$ cat src/hdl/s2dcc_pkg.sv
// Shared constants, codes and command/status types for the cross-correlation block.
// No dependencies.
package s2dcc_pkg;

  localparam int MAX_SIDE    = 64;
  localparam int MAX_MAP     = 8;
  localparam int SAMPLE_BITS = 16;
  localparam int SUM_BITS    = 40;
  localparam int SIDE_BITS   = $clog2(MAX_SIDE);
  localparam int MAP_BITS    = $clog2(MAX_MAP);
  localparam int DIM_BITS    = 7;
  localparam int MDIM_BITS   = 4;
  localparam int IMG_DEPTH   = MAX_SIDE * MAX_SIDE;
  localparam int KER_DEPTH   = MAX_MAP * MAX_MAP;
  localparam int DIV_STEPS   = SIDE_BITS;
  localparam int PIPE_DEPTH  = 2;

  localparam logic [1:0] KIND_WEIGHT = 2'd0;
  localparam logic [1:0] KIND_SAMPLE = 2'd1;
  localparam logic [1:0] KIND_PIXEL  = 2'd2;

  localparam logic [1:0] MODE_SAME  = 2'd0;
  localparam logic [1:0] MODE_VALID = 2'd1;

  localparam logic [2:0] REG_MODE     = 3'd0;
  localparam logic [2:0] REG_STRIDE   = 3'd1;
  localparam logic [2:0] REG_IN_ROWS  = 3'd2;
  localparam logic [2:0] REG_IN_COLS  = 3'd3;
  localparam logic [2:0] REG_MAP_ROWS = 3'd4;
  localparam logic [2:0] REG_MAP_COLS = 3'd5;

  typedef struct packed {
    logic                accept;
    logic                req_load;
    logic                div_step;
    logic                setup;
    logic                base;
    logic                issue;
    logic [MAP_BITS-1:0] tap_r;
    logic [MAP_BITS-1:0] tap_c;
    logic                res_load;
  } cmd_t;

  typedef struct packed {
    logic                 in_range;
    logic                 zero_out;
    logic [MDIM_BITS-1:0] map_rows;
    logic [MDIM_BITS-1:0] map_cols;
    logic                 out_busy;
  } stat_t;

endpackage

$ cat src/hdl/s2dcc_ctrl.sv
// Controller: sequences division, set-up, the kernel tap walk and result hand-off.
// Depends on s2dcc_pkg.
module s2dcc_ctrl (
  input  logic             clk,
  input  logic             rst,
  input  logic             in_valid,
  output logic             in_ready,
  input  logic [1:0]       kind,
  input  s2dcc_pkg::stat_t stat,
  output s2dcc_pkg::cmd_t  cmd
);
  import s2dcc_pkg::*;

  localparam logic [2:0] ST_IDLE  = 3'd0;
  localparam logic [2:0] ST_DIV   = 3'd1;
  localparam logic [2:0] ST_SETUP = 3'd2;
  localparam logic [2:0] ST_BASE  = 3'd3;
  localparam logic [2:0] ST_MAC   = 3'd4;
  localparam logic [2:0] ST_DRAIN = 3'd5;
  localparam logic [2:0] ST_DONE  = 3'd6;

  logic [2:0]          state, state_next;
  logic [2:0]          cnt, cnt_next;
  logic [MAP_BITS-1:0] tap_r, tap_c, tap_r_next, tap_c_next;
  logic                accept, last_c, last_r;

  assign in_ready = (state == ST_IDLE);
  assign accept   = in_valid && in_ready;
  assign last_c   = ({1'b0, tap_c} == stat.map_cols - MDIM_BITS'(1));
  assign last_r   = ({1'b0, tap_r} == stat.map_rows - MDIM_BITS'(1));

  always_comb begin
    state_next = state;
    cnt_next   = cnt;
    tap_r_next = tap_r;
    tap_c_next = tap_c;
    unique case (state)
      ST_IDLE: begin
        cnt_next = '0;
        if (accept && kind == KIND_PIXEL) state_next = ST_DIV;
      end
      ST_DIV: begin
        cnt_next = cnt + 3'd1;
        if (cnt == 3'(DIV_STEPS - 1)) state_next = ST_SETUP;
      end
      ST_SETUP: state_next = ST_BASE;
      ST_BASE: begin
        tap_r_next = '0;
        tap_c_next = '0;
        state_next = (stat.in_range && !stat.zero_out) ? ST_MAC : ST_DONE;
      end
      ST_MAC: begin
        cnt_next = '0;
        if (last_c) begin
          tap_c_next = '0;
          tap_r_next = tap_r + MAP_BITS'(1);
          if (last_r) state_next = ST_DRAIN;
        end else begin
          tap_c_next = tap_c + MAP_BITS'(1);
        end
      end
      ST_DRAIN: begin
        cnt_next = cnt + 3'd1;
        if (cnt == 3'(PIPE_DEPTH - 1)) state_next = ST_DONE;
      end
      ST_DONE: if (!stat.out_busy) state_next = ST_IDLE;
      default: state_next = ST_IDLE;
    endcase
  end

  always_ff @(posedge clk) begin
    if (rst) begin
      state <= ST_IDLE;
      cnt   <= '0;
      tap_r <= '0;
      tap_c <= '0;
    end else begin
      state <= state_next;
      cnt   <= cnt_next;
      tap_r <= tap_r_next;
      tap_c <= tap_c_next;
    end
  end

  assign cmd.accept   = accept;
  assign cmd.req_load = accept && kind == KIND_PIXEL;
  assign cmd.div_step = (state == ST_DIV);
  assign cmd.setup    = (state == ST_SETUP);
  assign cmd.base     = (state == ST_BASE);
  assign cmd.issue    = (state == ST_MAC);
  assign cmd.tap_r    = tap_r;
  assign cmd.tap_c    = tap_c;
  assign cmd.res_load = (state == ST_DONE) && !stat.out_busy;

endmodule

$ cat config.mk
export PLATFORM = sky130hd
export DESIGN_NAME = s2dcc_ctrl
export DESIGN_NICKNAME = d
export VERILOG_FILES = /design/src/hdl/s2dcc_pkg.sv /design/src/hdl/s2dcc_ctrl.sv
export SDC_FILE = /design/constraint.sdc
export NUM_CORES = 1
export LEC_CHECK = 0
export ABC_AREA = 1
export BUFFER_PORTS_ARGS = -buffer_cell sky130_fd_sc_hd__buf_2
export CAP_MARGIN = 20
export CORE_MARGIN = 2
export CORE_UTILIZATION = 45
export DETAILED_ROUTE_END_ITERATION = 12
export PLACE_DENSITY = 0.76
export SETUP_SLACK_MARGIN = 0.3
export SLEW_MARGIN = 20
export SYNTH_ARGS = -nofsm -noshare
export SYNTH_HDL_FRONTEND = slang
export SYNTH_SLANG_ARGS = --single-unit
$ cat constraint.sdc
create_clock -name clk -period 1.3 [get_ports clk]
set_input_delay 0.13 -clock clk [delete_from_list [all_inputs] [get_ports clk]]
set_output_delay 0.13 -clock clk [all_outputs]
set_load 0.02 [all_outputs]
==> summary.txt, run 1 <==
outcome -> stopped before the end
Exit stage -> global routing (5_1_grt)
Err -> [ERROR GRT-0232] Routing congestion too high. Check the congestion heatmap in the GUI.
Yosys top cell area share -> 0.246
Yosys top cell by area -> dfxtp_1
largest cells by area after synthesis -> dfxtp_1, nand2_1, inv_1
Synthesis Warnings -> 0
FP Rows -> 16
clock root cell -> clkbuf_4
htree depth -> 1
Die Wd -> 50.6 um
DP HPWL -> 2.17 mm
cell count after synthesis -> 153
pin count of the biggest net entering global routing -> 9
IO Count -> 30
IO Port Bufs -> 29
Placer Congestion -> 0.842
grt repair worst endpoint -> cmd[11]
Seq cells post-synth -> 12
TritonCTS buffer count -> 3
syn avg cell area -> 6.40 sq um
Seq/Total Area, Yosys -> 0.246
total grt overflow -> 39
mapped cell area -> 978 sq um
die outline height -> 50.6 um
Unique masters post-synth -> 29
CTS Sinks -> 12
Initial Util -> 0.489
Clock Path Buffers -> 2
global-route usage over all layers -> 0.683
worst ep type -> output port
Syn Nets -> 175
kinds of logic after synthesis:
family	count (synthesis)	synth area share
simple gates	81	0.402
fa+ha+maj	6	0.0767
compound gates	15	0.0882
buf+inv	33	0.134
flops	12	0.246
xor+xnor	6	0.0537
synth_stat cells:
library cell   n
a211oi_1       1
a21oi_1        7
a21oi_2        1
a31oi_1        1
buf_1          1
buf_4          2
dfxtp_1       12
ha_1           6
inv_1         26
inv_2          4
nand2_1       37
nand2_2        4
nand2_4        1
nand3_1        8
nand3_2        3
nand3b_1       1
nand4_1        3
nor2_1        14
nor2_2         5
nor2_4         1
nor3_1         2
nor3_2         1
nor4_1         1
o211ai_1       1
o21ai_0        1
o21ai_1        2
o22ai_1        1
xnor2_1        1
xor2_1         5
stage by stage:
stage | worst slack [ns] | instance area [sq um] | std cells | util
detailed placement | -0.244 | 1410 | 228 | 0.704
CTS | -0.130 | 1790 | 248 | 0.893
global placement | -0.160 | 1410 | 228 | 0.704
floorplan | 0.0375 | 1090 | 153 | -
timing repair:
| action | 4_1_cts |
|---|---|
| pin swaps | 15 |
| hold buffers | 0 |
| buffers inserted | 17 |
| resized for setup | 67 |
| endpoints found under the setup margin | 23 |
routing by layer:
metal	GRT overflow	global-route usage
met3	0	0.369
met1	0	0.721
met4	13	0.730
met5	0	0
met2	26	0.910
==> run 2, diff against run 1 <==
- CORE_AREA: not set -> 2 2 63 65
- CORE_MARGIN: 2 -> not set
- CORE_UTILIZATION: 45 -> not set
- DIE_AREA: not set -> 0 0 65 67
- PLACE_DENSITY: 0.76 -> not set
- PLACE_DENSITY_LB_ADDON: not set -> 0.15
- SETUP_SLACK_MARGIN: 0.3 -> not set
- clock period: 1.3 -> 1.7 ns (I/O delays scaled with it)
==> run 2 against run 1 <==
Net effect:
- the run now ends clean
- synthesized cell count unchanged
- area after synthesis unchanged
==> summary.txt, run 2 <==
IO Port Bufs -> 29 (unchanged)
largest cells by area after synthesis -> dfxtp_1, nand2_1, inv_1 (unchanged)
Yosys top cell area share -> 0.246 (unchanged)
layout net count -> 206
fraction of layout cells with a size suffix above 1 -> 0.301
Syn Nets -> 175 (unchanged)
Post-synth EDFFs -> 0 (unchanged)
Seq cells post-synth -> 12 (unchanged)
clock root cell -> clkbuf_8 (was clkbuf_4)
most common cell in the netlist -> nand2_1 (unchanged)
Rel. slew slack -> 0.795
CTS tree -> done
first drt pass iteration count -> 4
syn avg cell area -> 6.40 sq um (unchanged)
DP HPWL -> 1.78 mm (was 2.17 mm)
CP required -> 1.53 ns
fin. max-slew vios -> 0
async set or reset register ratio after synthesis -> 0 (unchanged)
CTS clk-pin slew, worst paths -> 0.06 ns
Tmin final -> 1.53 ns
cell breakdown of the critical path -> nor2_2 > nand2_2 > nor2_1 > nand2_1 > nor2_1 > buf_2
Setup Fix Bufs, Post-CTS -> 0 (was 17)
htree depth -> 1 (unchanged)
Routed Antenna Nets -> 0
Unique masters post-synth -> 29 (unchanged)
Area Overhead vs Synth -> 25.1%
Vias -> 981
Synthesis Warnings -> 0 (unchanged)
mapped cell area -> 978 sq um (unchanged)
FMAX -> 0.655 GHz
Critical Path Fanout Max -> 6
IO Count -> 30 (unchanged)
first-pass GRT wire length -> 3.88 mm
Fin Setup TNS -> 0 ns
final setup violation count -> 0
Clock Path Buffers -> 2 (unchanged)
slew at the pin closest to its max-slew limit -> 0.307 ns
cell count after synthesis -> 153 (unchanged)
clk_lat worst skew -> 0.24 ns
WL/cell -> 9.38 um
CTS hold repair buffers -> 0 (unchanged)
total routed wirelength -> 2.17 mm
Final Cell Area -> 1220 sq um
pwr/cell area -> 1150 nW/um^2
most frequent cells in the layout -> nand2_1, buf_2, inv_1
die outline height -> 67 um (was 50.6 um)
type of the most critical hold path -> primary input to flip-flop
peak supply drop -> 529 uV
Core Area -> 3610 sq um
DR vias/cell -> 4.25
Seq/Total Area, Yosys -> 0.246 (unchanged)
pin count of the biggest net entering global routing -> 10
placed cell area -> 1160 sq um (was 1410 sq um)
critical path arrival -> 1.36 ns
Critical Path Max Stage Delay -> 0.39 ns
outcome -> complete, no violations (was stopped before the end)
residual DRC count -> 0
CTS Sinks -> 12 (unchanged)
most used cell, CP -> nor2_1
most common cell after layout, fill and taps aside -> nand2_1
Die Wd -> 65 um (was 50.6 um)
Initial Util -> 0.271 (was 0.489)
TritonCTS buffer count -> 3 (unchanged)
hold slack final -> 0.192 ns
total grt overflow -> 0
RSZ-0062 raised after global routing -> false
Hold Vio Cnt, Final -> 0
post_cts resized -> 0 (was 67)
Startpoint Class -> flip-flop
antenna cells -> 0
ys flop type -> dfxtp_1 (unchanged)
Crit-path slowest cell -> dfxtp_1
vias in the first global route -> 945
max-cap violation count -> 0
Fin Clk Skew -> 0.00315 ns
Yosys top cell by area -> dfxtp_1 (unchanged)
initial detailed-routing violation count -> 23
initial antenna violation count -> 0
Final Cycle Share -> 0.898
Setup CP Type -> flip-flop to primary output
FP Rows -> 22 (was 16)
commonest cells in the netlist -> nand2_1, inv_1, nor2_1 (unchanged)
Critical Path Sink Type -> primary output
Pleak -> 0.671 nW
global-route usage over all layers -> 0.117
Placer Congestion -> 0.780 (was 0.842)
die area -> 4360 sq um
-- run 2: cell counts after synthesis --
No cell type changed its count.
-- run 2: report_power, final --
group	total, mW	switching [mW]	internal (mW)	leakage, nW
clock	0.316	0.111	0.205	0.0288
sequential	0.416	0.0836	0.333	0.0980
combinational	0.681	0.444	0.238	0.545
total	1.41	0.638	0.775	0.671
-- run 2: layer usage --
metal / routed length [um] / GRT usage
met1: 1020 / 0.141
met2: 977 / 0.193
met3: 138 / 0.0355
met4: 27 / 0.0479
met5: 0 / 0
-- run 2: layout make-up --
cell class	count	area, sq um
fill	406	2380
multi-input combinational	108	609
sequential	12	241
timing repair buffer	29	145
inverter	30	113
tap	48	60.1
clock buffer	4	55.1
-- run 2: cells by family after synthesis --
group | count (synthesis) | synth area share
AOI/OAI and AO/OA | 15 | 0.0882
and+or+nand+nor | 81 | 0.402
xor gates and xnor gates | 6 | 0.0537
adders and majority gates | 6 | 0.0767
buffers and inverters | 33 | 0.134
DFF | 12 | 0.246
-- run 2: worst paths after layout --
path / start / endpoint / slack (ns) / depth (start not counted)
setup / recovery: state[0] / cmd[11] / 0.17 / 6
hold / removal: rst / tap_r[2] / 0.19 / 2
setup reg to reg: state[1] / state[1] / 0.31 / 8
hold reg to reg: cnt[0] / cnt[0] / 0.51 / 1
-- run 2: worst max-delay path, delay by kind of cell (launching register included) --
kind,cells,cell delay [ns]
buf+inv,1,0.16
flops,1,0.39
simple gates,5,0.56
-- run 2: per-stage QoR --
stage          utilization  setup WS, ns  power, mW  cells
2_1_floorplan            -         0.279      0.945    153
3_5_place_dp         0.323         0.159       1.10    227
6_report             0.339         0.173       1.41    231
5_1_grt              0.339        0.0164       1.57    231
3_3_place_gp         0.323         0.202       1.11    227
4_1_cts              0.338        0.0889       1.43    231
(Power assumes the default switching activity.)
